File: src/dplm_pkg.sv
// Package for the decaying peak level meter: widths, register reset values,
// register index codes, zone codes and the controller/datapath interface types.
// Depends on nothing; every other file of the block imports it.
`timescale 1ns / 1ps

package dplm_pkg;

  // Field widths.
  localparam int LEVEL_BITS    = 16;
  localparam int LENGTH_BITS   = 12;
  localparam int COEF_BITS     = 16;
  localparam int BRIGHT_BITS   = 8;
  localparam int ZONE_BITS     = 2;
  localparam int CFG_DATA_BITS = 16;
  localparam int CFG_IDX_BITS  = 4;

  // Shared multiplier: level by coefficient, the widest product.
  localparam int MUL_BITS = LEVEL_BITS + COEF_BITS;

  // Pixel product meter_length * level, and the divider that splits it.
  // quotient = (prod >> DIV_SHIFT) / seg gives lit segments above
  // BRIGHT_BITS fraction bits, which are the partial brightness.
  localparam int POS_BITS      = LENGTH_BITS + LEVEL_BITS;
  localparam int DIV_SHIFT     = LEVEL_BITS - 1 - BRIGHT_BITS;
  localparam int DIVIDEND_BITS = POS_BITS - DIV_SHIFT;
  localparam int DIV_CNT_BITS  = $clog2(DIVIDEND_BITS);

  localparam logic [LEVEL_BITS-1:0] FULL_SCALE = LEVEL_BITS'(1) << (LEVEL_BITS - 1);
  localparam logic [LENGTH_BITS-1:0] LENGTH_ONE = LENGTH_BITS'(1);

  // Register reset values.
  localparam logic [COEF_BITS-1:0]   RST_FALLOFF_SLOW    = 16'd62259;
  localparam logic [COEF_BITS-1:0]   RST_FALLOFF_FAST    = 16'd52429;
  localparam logic [LEVEL_BITS-1:0]  RST_FAST_KNEE       = 16'd6554;
  localparam logic [LEVEL_BITS-1:0]  RST_FLOOR_LEVEL     = 16'd328;
  localparam logic [LENGTH_BITS-1:0] RST_METER_LENGTH    = 12'd256;
  localparam logic [LENGTH_BITS-1:0] RST_SEGMENT_SIZE    = 12'd8;
  localparam logic [COEF_BITS-1:0]   RST_ORANGE_FRACTION = 16'd39322;
  localparam logic [COEF_BITS-1:0]   RST_RED_FRACTION    = 16'd60949;

  // Register index codes.
  localparam logic [CFG_IDX_BITS-1:0] REG_FALLOFF_SLOW    = 4'd0;
  localparam logic [CFG_IDX_BITS-1:0] REG_FALLOFF_FAST    = 4'd1;
  localparam logic [CFG_IDX_BITS-1:0] REG_FAST_KNEE       = 4'd2;
  localparam logic [CFG_IDX_BITS-1:0] REG_FLOOR_LEVEL     = 4'd3;
  localparam logic [CFG_IDX_BITS-1:0] REG_METER_LENGTH    = 4'd4;
  localparam logic [CFG_IDX_BITS-1:0] REG_SEGMENT_SIZE    = 4'd5;
  localparam logic [CFG_IDX_BITS-1:0] REG_ORANGE_FRACTION = 4'd6;
  localparam logic [CFG_IDX_BITS-1:0] REG_RED_FRACTION    = 4'd7;

  // Colour zone codes.
  localparam logic [ZONE_BITS-1:0] ZONE_GREEN  = 2'd0;
  localparam logic [ZONE_BITS-1:0] ZONE_ORANGE = 2'd1;
  localparam logic [ZONE_BITS-1:0] ZONE_RED    = 2'd2;

  // Operand selection of the shared multiplier.
  typedef enum logic [1:0] {
    MUL_DECAY,
    MUL_POS,
    MUL_RED,
    MUL_ORANGE
  } mul_sel_e;

  // Commands from the controller to the datapath.
  typedef struct packed {
    logic     load_in;
    logic     mul_en;
    mul_sel_e mul_sel;
    logic     upd_smooth;
    logic     div_load_pos;
    logic     div_load_full;
    logic     div_step;
    logic     save_quo;
    logic     save_red;
    logic     write_out;
  } dplm_cmd_t;

  // Status from the datapath to the controller.
  typedef struct packed {
    logic out_busy;
  } dplm_stat_t;

endpackage

File: src/dplm_div.sv
// Restoring serial divider, one quotient bit per step, for the level meter.
// Depends on dplm_pkg for the dividend and divisor widths.
`timescale 1ns / 1ps

module dplm_div
  import dplm_pkg::*;
(
  input  logic                     clk_i,
  input  logic                     load_i,
  input  logic                     step_i,
  input  logic [DIVIDEND_BITS-1:0] dividend_i,
  input  logic [LENGTH_BITS-1:0]   divisor_i,
  output logic [DIVIDEND_BITS-1:0] quotient_o
);

  logic [DIVIDEND_BITS-1:0] dq_q, dq_d;
  logic [LENGTH_BITS-1:0]   rem_q, rem_d;
  logic [LENGTH_BITS-1:0]   dvs_q;
  logic [LENGTH_BITS:0]     trial;
  logic [LENGTH_BITS:0]     diff;
  logic                     fits;

  // One shift-and-subtract step; the dividend register fills with quotient bits.
  always_comb begin
    trial = {rem_q, dq_q[DIVIDEND_BITS-1]};
    diff  = trial - {1'b0, dvs_q};
    fits  = (trial >= {1'b0, dvs_q});
    rem_d = fits ? diff[LENGTH_BITS-1:0] : trial[LENGTH_BITS-1:0];
    dq_d  = {dq_q[DIVIDEND_BITS-2:0], fits};
  end

  // Operand and partial remainder registers.
  always_ff @(posedge clk_i) begin
    if (load_i) begin
      dq_q  <= dividend_i;
      rem_q <= '0;
      dvs_q <= divisor_i;
    end else if (step_i) begin
      dq_q  <= dq_d;
      rem_q <= rem_d;
    end
  end

  assign quotient_o = dq_q;

endmodule

File: src/dplm_datapath.sv
// Datapath of the level meter: configuration registers, level state, the shared
// multiplier, the serial divider and the output register. Depends on dplm_pkg
// and dplm_div.
`timescale 1ns / 1ps

module dplm_datapath
  import dplm_pkg::*;
(
  input  logic                     clk_i,
  input  logic                     rst_ni,
  input  logic                     cfg_we_i,
  input  logic [CFG_IDX_BITS-1:0]  cfg_idx_i,
  input  logic [CFG_DATA_BITS-1:0] cfg_data_i,
  input  logic [LEVEL_BITS-1:0]    level_in_i,
  input  dplm_cmd_t                cmd_i,
  output dplm_stat_t               stat_o,
  input  logic                     out_ready_i,
  output logic                     out_valid_o,
  output logic [LEVEL_BITS-1:0]    smoothed_level_o,
  output logic [LEVEL_BITS-1:0]    peak_level_o,
  output logic [LENGTH_BITS-1:0]   lit_segments_o,
  output logic [BRIGHT_BITS-1:0]   last_brightness_o,
  output logic [ZONE_BITS-1:0]     last_zone_o
);

  logic [COEF_BITS-1:0]   falloff_slow_q, falloff_fast_q, orange_fraction_q, red_fraction_q;
  logic [LEVEL_BITS-1:0]  fast_knee_q, floor_level_q;
  logic [LENGTH_BITS-1:0] meter_length_q, segment_size_q;

  logic [LEVEL_BITS-1:0]  lvl_q, lvl_d;
  logic [LEVEL_BITS-1:0]  smooth_q, smooth_d;
  logic [LEVEL_BITS-1:0]  peak_q;
  logic [MUL_BITS-1:0]    mul_q;
  logic [LENGTH_BITS-1:0] lit_q;
  logic [BRIGHT_BITS-1:0] bright_q;
  logic                   red_hit_q;

  logic                   out_valid_q;
  logic [LEVEL_BITS-1:0]  out_smooth_q, out_peak_q;
  logic [LENGTH_BITS-1:0] out_lit_q;
  logic [BRIGHT_BITS-1:0] out_bright_q;
  logic [ZONE_BITS-1:0]   out_zone_q;

  logic [LEVEL_BITS-1:0]    mul_a;
  logic [COEF_BITS-1:0]     mul_b;
  logic [LEVEL_BITS-1:0]    decayed, raised, floored;
  logic [LENGTH_BITS-1:0]   seg;
  logic [LENGTH_BITS-1:0]   full;
  logic [DIVIDEND_BITS-1:0] div_dividend;
  logic [DIVIDEND_BITS-1:0] quotient;
  logic [MUL_BITS-1:0]      lit_scaled;
  logic                     orange_hit;
  logic [ZONE_BITS-1:0]     zone;

  // Configuration registers; the length registers keep the low bits of the data.
  always_ff @(posedge clk_i or negedge rst_ni) begin
    if (!rst_ni) begin
      falloff_slow_q    <= RST_FALLOFF_SLOW;
      falloff_fast_q    <= RST_FALLOFF_FAST;
      fast_knee_q       <= RST_FAST_KNEE;
      floor_level_q     <= RST_FLOOR_LEVEL;
      meter_length_q    <= RST_METER_LENGTH;
      segment_size_q    <= RST_SEGMENT_SIZE;
      orange_fraction_q <= RST_ORANGE_FRACTION;
      red_fraction_q    <= RST_RED_FRACTION;
    end else if (cfg_we_i) begin
      unique case (cfg_idx_i)
        REG_FALLOFF_SLOW:    falloff_slow_q    <= cfg_data_i;
        REG_FALLOFF_FAST:    falloff_fast_q    <= cfg_data_i;
        REG_FAST_KNEE:       fast_knee_q       <= cfg_data_i;
        REG_FLOOR_LEVEL:     floor_level_q     <= cfg_data_i;
        REG_METER_LENGTH:    meter_length_q    <= cfg_data_i[LENGTH_BITS-1:0];
        REG_SEGMENT_SIZE:    segment_size_q    <= cfg_data_i[LENGTH_BITS-1:0];
        REG_ORANGE_FRACTION: orange_fraction_q <= cfg_data_i;
        REG_RED_FRACTION:    red_fraction_q    <= cfg_data_i;
        default: ;
      endcase
    end
  end

  // Input clamp to full scale.
  assign lvl_d = (level_in_i > FULL_SCALE) ? FULL_SCALE : level_in_i;

  // Shared multiplier operand selection.
  assign full = quotient[LENGTH_BITS-1:0];
  always_comb begin
    mul_a = smooth_q;
    mul_b = (smooth_q < fast_knee_q) ? falloff_fast_q : falloff_slow_q;
    case (cmd_i.mul_sel)
      MUL_DECAY: begin
        mul_a = smooth_q;
        mul_b = (smooth_q < fast_knee_q) ? falloff_fast_q : falloff_slow_q;
      end
      MUL_POS: begin
        mul_a = smooth_q;
        mul_b = COEF_BITS'(meter_length_q);
      end
      MUL_RED: begin
        mul_a = red_fraction_q;
        mul_b = COEF_BITS'(full);
      end
      MUL_ORANGE: begin
        mul_a = orange_fraction_q;
        mul_b = COEF_BITS'(full);
      end
      default: ;
    endcase
  end

  // Smoothed level update: instant attack, else decay, raise and floor.
  always_comb begin
    decayed  = mul_q[MUL_BITS-1:COEF_BITS];
    raised   = (lvl_q > decayed) ? lvl_q : decayed;
    floored  = (raised < floor_level_q) ? '0 : raised;
    smooth_d = (lvl_q > smooth_q) ? lvl_q : floored;
  end

  // Level state and multiplier result.
  always_ff @(posedge clk_i or negedge rst_ni) begin
    if (!rst_ni) begin
      smooth_q <= '0;
      peak_q   <= '0;
    end else if (cmd_i.upd_smooth) begin
      smooth_q <= smooth_d;
      if (lvl_q > peak_q) begin
        peak_q <= lvl_q;
      end
    end
  end

  always_ff @(posedge clk_i) begin
    if (cmd_i.load_in) begin
      lvl_q <= lvl_d;
    end
    if (cmd_i.mul_en) begin
      mul_q <= mul_a * mul_b;
    end
  end

  // Divider: first the pixel product by the segment size, then the bar length.
  assign seg = (segment_size_q == '0) ? LENGTH_ONE : segment_size_q;
  assign div_dividend = cmd_i.div_load_full
                      ? {meter_length_q, {(DIVIDEND_BITS - LENGTH_BITS){1'b0}}}
                      : mul_q[POS_BITS-1:DIV_SHIFT];

  dplm_div u_div (
    .clk_i      (clk_i),
    .load_i     (cmd_i.div_load_pos | cmd_i.div_load_full),
    .step_i     (cmd_i.div_step),
    .dividend_i (div_dividend),
    .divisor_i  (seg),
    .quotient_o (quotient)
  );

  // Zone comparisons against the scaled thresholds.
  assign lit_scaled = MUL_BITS'({lit_q, {COEF_BITS{1'b0}}});
  assign orange_hit = (lit_scaled > mul_q);
  assign zone = red_hit_q ? ZONE_RED : (orange_hit ? ZONE_ORANGE : ZONE_GREEN);

  always_ff @(posedge clk_i) begin
    if (cmd_i.save_quo) begin
      lit_q    <= quotient[BRIGHT_BITS +: LENGTH_BITS];
      bright_q <= quotient[BRIGHT_BITS-1:0];
    end
    if (cmd_i.save_red) begin
      red_hit_q <= (lit_scaled > mul_q);
    end
  end

  // Output register; it holds a result until the transaction completes.
  always_ff @(posedge clk_i or negedge rst_ni) begin
    if (!rst_ni) begin
      out_valid_q <= 1'b0;
    end else if (cmd_i.write_out) begin
      out_valid_q <= 1'b1;
    end else if (out_ready_i) begin
      out_valid_q <= 1'b0;
    end
  end

  always_ff @(posedge clk_i) begin
    if (cmd_i.write_out) begin
      out_smooth_q <= smooth_q;
      out_peak_q   <= peak_q;
      out_lit_q    <= lit_q;
      out_bright_q <= bright_q;
      out_zone_q   <= zone;
    end
  end

  assign stat_o.out_busy    = out_valid_q & ~out_ready_i;
  assign out_valid_o        = out_valid_q;
  assign smoothed_level_o   = out_smooth_q;
  assign peak_level_o       = out_peak_q;
  assign lit_segments_o     = out_lit_q;
  assign last_brightness_o  = out_bright_q;
  assign last_zone_o        = out_zone_q;

endmodule

File: src/dplm_ctrl.sv
// Controller of the level meter: steps each item through decay, position,
// two divisions and the zone compares. Depends on dplm_pkg.
`timescale 1ns / 1ps

module dplm_ctrl
  import dplm_pkg::*;
(
  input  logic       clk_i,
  input  logic       rst_ni,
  input  logic       in_valid_i,
  output logic       in_ready_o,
  input  dplm_stat_t stat_i,
  output dplm_cmd_t  cmd_o
);

  localparam logic [3:0] S_IDLE    = 4'd0;
  localparam logic [3:0] S_DECAY   = 4'd1;
  localparam logic [3:0] S_UPDATE  = 4'd2;
  localparam logic [3:0] S_POS     = 4'd3;
  localparam logic [3:0] S_LDPOS   = 4'd4;
  localparam logic [3:0] S_DIVPOS  = 4'd5;
  localparam logic [3:0] S_LDFULL  = 4'd6;
  localparam logic [3:0] S_DIVFULL = 4'd7;
  localparam logic [3:0] S_ZRED    = 4'd8;
  localparam logic [3:0] S_ZORANGE = 4'd9;
  localparam logic [3:0] S_OUT     = 4'd10;

  localparam logic [DIV_CNT_BITS-1:0] POS_STEPS_M1  = DIV_CNT_BITS'(DIVIDEND_BITS - 1);
  localparam logic [DIV_CNT_BITS-1:0] FULL_STEPS_M1 = DIV_CNT_BITS'(LENGTH_BITS - 1);

  logic [3:0]              state_q, state_d;
  logic [DIV_CNT_BITS-1:0] cnt_q, cnt_d;

  // Next state and command decode.
  always_comb begin
    state_d    = state_q;
    cnt_d      = cnt_q;
    cmd_o      = '0;
    in_ready_o = 1'b0;
    unique case (state_q)
      S_IDLE: begin
        in_ready_o    = 1'b1;
        cmd_o.load_in = in_valid_i;
        if (in_valid_i) begin
          state_d = S_DECAY;
        end
      end
      S_DECAY: begin
        cmd_o.mul_en  = 1'b1;
        cmd_o.mul_sel = MUL_DECAY;
        state_d       = S_UPDATE;
      end
      S_UPDATE: begin
        cmd_o.upd_smooth = 1'b1;
        state_d          = S_POS;
      end
      S_POS: begin
        cmd_o.mul_en  = 1'b1;
        cmd_o.mul_sel = MUL_POS;
        state_d       = S_LDPOS;
      end
      S_LDPOS: begin
        cmd_o.div_load_pos = 1'b1;
        cnt_d              = POS_STEPS_M1;
        state_d            = S_DIVPOS;
      end
      S_DIVPOS: begin
        cmd_o.div_step = 1'b1;
        cnt_d          = cnt_q - 1'b1;
        if (cnt_q == '0) begin
          state_d = S_LDFULL;
        end
      end
      S_LDFULL: begin
        cmd_o.save_quo      = 1'b1;
        cmd_o.div_load_full = 1'b1;
        cnt_d               = FULL_STEPS_M1;
        state_d             = S_DIVFULL;
      end
      S_DIVFULL: begin
        cmd_o.div_step = 1'b1;
        cnt_d          = cnt_q - 1'b1;
        if (cnt_q == '0) begin
          state_d = S_ZRED;
        end
      end
      S_ZRED: begin
        cmd_o.mul_en  = 1'b1;
        cmd_o.mul_sel = MUL_RED;
        state_d       = S_ZORANGE;
      end
      S_ZORANGE: begin
        cmd_o.save_red = 1'b1;
        cmd_o.mul_en   = 1'b1;
        cmd_o.mul_sel  = MUL_ORANGE;
        state_d        = S_OUT;
      end
      S_OUT: begin
        if (!stat_i.out_busy) begin
          cmd_o.write_out = 1'b1;
          state_d         = S_IDLE;
        end
      end
      default: begin
        state_d = S_IDLE;
      end
    endcase
  end

  // State and step counter.
  always_ff @(posedge clk_i or negedge rst_ni) begin
    if (!rst_ni) begin
      state_q <= S_IDLE;
      cnt_q   <= '0;
    end else begin
      state_q <= state_d;
      cnt_q   <= cnt_d;
    end
  end

endmodule

File: src/decaying_peak_level_meter.sv
// Decaying peak level meter with bar-graph output (top level).
//
// Input channel: in_valid_i / in_ready_o carry one Q1.15 level per transaction.
// Output channel: out_valid_o / out_ready_i carry one result per input: the
// smoothed level, the peak hold, the lit segment count, the partial brightness
// of the final segment and its colour zone.
// Configuration: a write at cfg_we_i stores cfg_data_i into register cfg_idx_i;
// indexes beyond the eight registers are ignored. Write only while idle.
// A new input is accepted only in the idle state, once the previous item has
// been written to the output register. Each item passes the multiplier once
// each for the decay, the pixel position and the two zone thresholds, and the
// serial divider takes 21 steps for the segment count and brightness and 12
// steps for the full-scale segment count.
// A finished result waits in the output register while the receiver stalls;
// the next input is accepted meanwhile and is held at its final step until
// the output register frees up.
// Reset clears the smoothed level and the peak hold, loads the register
// defaults and empties the output register.
// Depends on dplm_pkg, dplm_ctrl, dplm_datapath and dplm_div.
`timescale 1ns / 1ps

module decaying_peak_level_meter
  import dplm_pkg::*;
(
  input  logic                     clk_i,
  input  logic                     rst_ni,
  input  logic                     cfg_we_i,
  input  logic [CFG_IDX_BITS-1:0]  cfg_idx_i,
  input  logic [CFG_DATA_BITS-1:0] cfg_data_i,
  input  logic                     in_valid_i,
  output logic                     in_ready_o,
  input  logic [LEVEL_BITS-1:0]    level_in_i,
  output logic                     out_valid_o,
  input  logic                     out_ready_i,
  output logic [LEVEL_BITS-1:0]    smoothed_level_o,
  output logic [LEVEL_BITS-1:0]    peak_level_o,
  output logic [LENGTH_BITS-1:0]   lit_segments_o,
  output logic [BRIGHT_BITS-1:0]   last_brightness_o,
  output logic [ZONE_BITS-1:0]     last_zone_o
);

  dplm_cmd_t  cmd;
  dplm_stat_t stat;

  // Sequencer.
  dplm_ctrl u_ctrl (
    .clk_i      (clk_i),
    .rst_ni     (rst_ni),
    .in_valid_i (in_valid_i),
    .in_ready_o (in_ready_o),
    .stat_i     (stat),
    .cmd_o      (cmd)
  );

  // Arithmetic, state and output register.
  dplm_datapath u_datapath (
    .clk_i             (clk_i),
    .rst_ni            (rst_ni),
    .cfg_we_i          (cfg_we_i),
    .cfg_idx_i         (cfg_idx_i),
    .cfg_data_i        (cfg_data_i),
    .level_in_i        (level_in_i),
    .cmd_i             (cmd),
    .stat_o            (stat),
    .out_ready_i       (out_ready_i),
    .out_valid_o       (out_valid_o),
    .smoothed_level_o  (smoothed_level_o),
    .peak_level_o      (peak_level_o),
    .lit_segments_o    (lit_segments_o),
    .last_brightness_o (last_brightness_o),
    .last_zone_o       (last_zone_o)
  );

endmodule
File: config.mk
export PLATFORM = sky130hd
export DESIGN_NAME = decaying_peak_level_meter
export DESIGN_NICKNAME = d
export VERILOG_FILES = /design/src/dplm_pkg.sv /design/src/dplm_div.sv /design/src/dplm_datapath.sv /design/src/dplm_ctrl.sv /design/src/decaying_peak_level_meter.sv
export SDC_FILE = /design/constraint.sdc
export NUM_CORES = 1
export LEC_CHECK = 0
export ABC_AREA = 1
export BUFFER_PORTS_ARGS = -buffer_cell sky130_fd_sc_hd__clkbuf_2
export CAP_MARGIN = 10
export CORE_AREA = 2 2 217 219
export DETAILED_ROUTE_END_ITERATION = 16
export DIE_AREA = 0 0 219 221
export GPL_ROUTABILITY_DRIVEN = 0
export HOLD_SLACK_MARGIN = 0.12
export PLACE_DENSITY = 0.73
export SLEW_MARGIN = 20
export SYNTH_ARGS = -nofsm -noshare
export SYNTH_HDL_FRONTEND = slang
export SYNTH_SLANG_ARGS = --single-unit
export TNS_END_PERCENT = 5
File: constraint.sdc
create_clock -name clk_i -period 7.28 [get_ports clk_i]
set_input_delay 1.456 -clock clk_i [delete_from_list [all_inputs] [get_ports clk_i]]
set_output_delay 1.456 -clock clk_i [all_outputs]
set_load 0.1 [all_outputs]
==> insert_results.sql <==
INSERT INTO impl_metrics (metric_group, metric, value, unit) VALUES
('outcome', 'status', 'complete, no violations', ''),
('global_routing', 'maximum_number_of_pins_on_one_net_before_global_route_repair', '106', ''),
('hold_path', 'worstHoldPathType', 'reg -> reg', ''),
('cells_and_area', 'fillCellCount', '3721', ''),
('global_routing', 'grt_pass1_vias', '20300', ''),
('synthesis', 'synth.yosys.warnings', '0', ''),
('synthesis', 'ys_types', '62', ''),
('sta', 'max_freq', '139.2', 'MHz'),
('clock_tree', 'ctsRootBufferMaster', 'sky130_fd_sc_hd__clkbuf_16', ''),
('clock_tree', 'numCtsBuffers', '36', ''),
('setup_path', 'crit_slowest_cell', 'sky130_fd_sc_hd__fa_1', ''),
('cells_and_area', 'largest_register_ffs', '32', ''),
('cells_and_area', 'antenna_cells_inserted', '0', ''),
('floorplan', 'die_w', '219', 'microns'),
('global_routing', 'grt-ovfl-total', '0', ''),
('clock_tree', 'worstSkewPairLatency', '0.53', 'ns'),
('route', 'drt_pre_antenna_iters', '8', ''),
('route', 'detail_route.wl_per_cell', '20.50', 'microns'),
('setup_path', 'worstSetupStartpointType', 'register', ''),
('place', 'placement.io_buffers', '96', ''),
('floorplan', 'die_height', '221', 'microns'),
('clock_tree', 'cts.reportedPaths.clkPinSlew', '0.06', 'ns'),
('sta', 'finalSetupViolations', '0', ''),
('route', 'drt_iter0_markers', '2088', ''),
('global_routing', 'wire_length_of_the_first_global_routing_pass', '109500', 'microns'),
('setup_path', 'crit_top_cell', 'sky130_fd_sc_hd__fa_1', ''),
('floorplan', 'std_cell_rows', '79', ''),
('setup_path', 'end_kind', 'register', ''),
('sta', 'maxSlewViolCount', '0', ''),
('synthesis', 'ys_dominant_reg_cell', 'sky130_fd_sc_hd__edfxtp_1', ''),
('floorplan', 'io_pins', '97', ''),
('place', 'dpl.hpwl', '54280', 'microns'),
('setup_path', 'worstPathArrival', '7.54', 'ns'),
('synthesis', 'synth_edf_count', '156', ''),
('route', 'detailroute.via_count', '20270', ''),
('clock_tree', 'post_cts_hold_buffer_count', '0', ''),
('synthesis', 'synth_fp_nets', '3125', ''),
('setup_path', 'worst-r2r-cell-count', '32', ''),
('synthesis', 'post_synth_instance_area', '0.02461', 'sq mm'),
('route', 'drc', '0', ''),
('global_routing', 'global_router_s_overall_resource_usage', '0.2922', ''),
('cells_and_area', 'final_nets', '3275', ''),
('sta', 'final_period_minus_worst_setup_slack', '7.183', 'ns'),
('route', 'antenna_violating_nets_post_route', '0', ''),
('sta', 'timing_worst_slew_pin_value', '1.065', 'ns'),
('synthesis', 'ys_seq_elements', '330', ''),
('sta', 'finalHoldViolations', '0', ''),
('clock_tree', 'numClockSinks', '330', ''),
('route', 'vias_per_cell', '5.852', ''),
('setup_path', 'criticalPathCategory', 'reg -> reg', ''),
('cells_and_area', 'max_flop_register', 'u_datapath.mul_q', ''),
('route', 'drt_wl_total', '71010', 'microns'),
('sta', 'final.period_utilization', '0.9867', ''),
('clock_tree', 'htree_num_levels', '2', ''),
('floorplan', 'initial_utilization', '0.5343', ''),
('setup_path', 'timing.critical_path.required', '7.63', 'ns'),
('clock_tree', 'tritoncts', 'built', ''),
('setup_path', 'timing.critical_path.fanout_max', '6', ''),
('cells_and_area', 'layout-drive-gt1-share', '0.1743', ''),
('synthesis', 'synth.yosys.seq_area_share', '0.3673', ''),
('sta', 'finClkSkew', '0.01497', 'ns'),
('synthesis', 'ys_async_sr_fraction', '0.4909', ''),
('sta', 'tns', '0', 'ns'),
('flow_run', 'timing.max_cap.violations', '0', ''),
('hold_path', 'timing.hold.worst_path_depth', '0', ''),
('sta', 'slew-limit-headroom', '0.2881', ''),
('synthesis', 'syn-mean-instance-area', '9.180', 'sq um'),
('floorplan', 'core-area', '0.04606', 'sq mm'),
('floorplan', 'die_area', '0.04840', 'sq mm'),
('cells_and_area', 'area_added_between_synthesis_and_finish', '14.11', '%'),
('global_routing', 'antenna_found_initial', '0', ''),
('setup_path', 'critical_path.max_stage_delay', '0.55', 'ns'),
('synthesis', 'post_synth_inst_count', '2681', ''),
('sta', 'rsz_0062_raised_after_global_routing', 'true', ''),
('clock_tree', 'cts_buffer_depth', '3', '');
## layout make-up
| class | instances | area [sq um] | share of cell area |
|---|---|---|---|
| clock buffers | 43 | 999.7 | 0.03560 |
| repair inverters | 1 | 11.26 | 0.0004010 |
| multi-input cells | 1750 | 13750 | 0.4895 |
| clock inverters | 21 | 210.2 | 0.007485 |
| well taps | 607 | 759.5 | 0.02704 |
| flip-flops and latches | 330 | 9039 | 0.3219 |
| inverters | 498 | 1884 | 0.06710 |
| repair buffers | 214 | 1434 | 0.05106 |
## synthesized netlist by cell type (all sizes together), types with 6 or more instances
| cell | count | share of area |
|---|---|---|
| nor2 | 237 | 0.038 |
| edfxtp | 156 | 0.19 |
| fa | 195 | 0.16 |
| nor3 | 10 | 0.0022 |
| dfrtp | 114 | 0.12 |
| nand3 | 156 | 0.033 |
| xnor2 | 12 | 0.0043 |
| ha | 208 | 0.11 |
| buf | 38 | 0.010 |
| clkbuf | 68 | 0.011 |
| a22oi | 16 | 0.0049 |
| a21o | 6 | 0.0018 |
| dfxtp | 12 | 0.0098 |
| a21oi | 104 | 0.024 |
| dfstp | 48 | 0.051 |
| o21ai | 270 | 0.058 |
| inv | 497 | 0.076 |
| or2 | 9 | 0.0023 |
| o211ai | 15 | 0.0052 |
| nand2 | 385 | 0.061 |
| nor4 | 12 | 0.0031 |
| xor2 | 27 | 0.0096 |
| nand4 | 44 | 0.011 |
## layout by cell type (no fill, tap or decap), drive strengths merged, types with 6 or more instances in the layout
cell type	Yosys	layout
a21o	6	6
clkbuf	68	138
buf	38	119
nand4	44	44
nand2	385	388
o211ai	15	15
inv	497	500
ha	208	208
xnor2	12	12
nor2	237	237
o21ai	270	270
a21oi	104	104
nor4	12	12
dfstp	48	48
or2	9	9
a22oi	16	16
nor3	10	10
nand3	156	156
xor2	27	27
dfrtp	114	114
dfxtp	12	12
clkinv	1	14
fa	195	195
edfxtp	156	156
## metal layers
layer,track usage,part of all wire,vias to the layer above
li1,-,-,9004
met2,0.4751,0.47,1151
met1,0.3759,0.38,9788
met3,0.04412,0.090,329
met4,0.1593,0.066,0
met5,0,0,-
## through the flow
stage	setup slack [ns]	util	instances	hold slack (ns)	area (sq um)
after floorplan	0.4137	-	2681	0.4003	24610
after global placement	-0.005313	0.5655	3366	0.4059	26050
after detailed placement	-0.2226	0.5655	3366	0.4045	26050
after CTS	-0.01276	0.5927	3431	0.4185	27300
after global routing	-0.1375	0.6097	3464	0.4324	28080
final	0.09669	0.6097	3464	0.4169	28080
## critical path: cells and delay by family (launching register included)
kind,cells,cell delay [ns]
AND/OR/NAND/NOR,10,1.01
adder cells (fa/ha/maj),8,3.66
buffers and inverters,8,0.68
AO/OA/AOI/OAI,5,0.89
flip-flops,1,0.53
XOR/XNOR,1,0.25
## cells by family (layout without fill, tap and decap cells)
| kind of cell | Yosys count | in the layout | synth area share |
|---|---|---|---|
| buf+inv | 604 | 777 | 0.09675 |
| flops | 330 | 330 | 0.3673 |
| compound gates | 449 | 449 | 0.1059 |
| simple gates | 856 | 859 | 0.1518 |
| fa+ha+maj | 403 | 403 | 0.2644 |
| xor+xnor | 39 | 39 | 0.01388 |
## what timing repair did
action,4_1_cts,5_1_grt
buffers inserted,1,28
resized for setup,9,102
endpoints found under the setup margin,8,17
gates cloned,0,5
pin swaps,0,56
## path summary, 6_finish.rpt
path                                            from                         endpoint  slack (ns)
max                        u_datapath.fast_knee_q[1]             u_datapath.mul_q[28]         0.1
min                           u_datapath.bright_q[7]  u_datapath.last_brightness_o[7]        0.42
max reg2reg                u_datapath.fast_knee_q[1]             u_datapath.mul_q[28]         0.1
min reg2reg                   u_datapath.bright_q[7]  u_datapath.last_brightness_o[7]        0.42
max in group asynchronous                     rst_ni     u_datapath.falloff_slow_q[6]        4.89
min in group asynchronous                     rst_ni            u_datapath.peak_q[12]        1.04
Power is left out: the tool's default activity adds up to more than one toggle a clock period on the data nets, which glitch-free logic cannot reach.
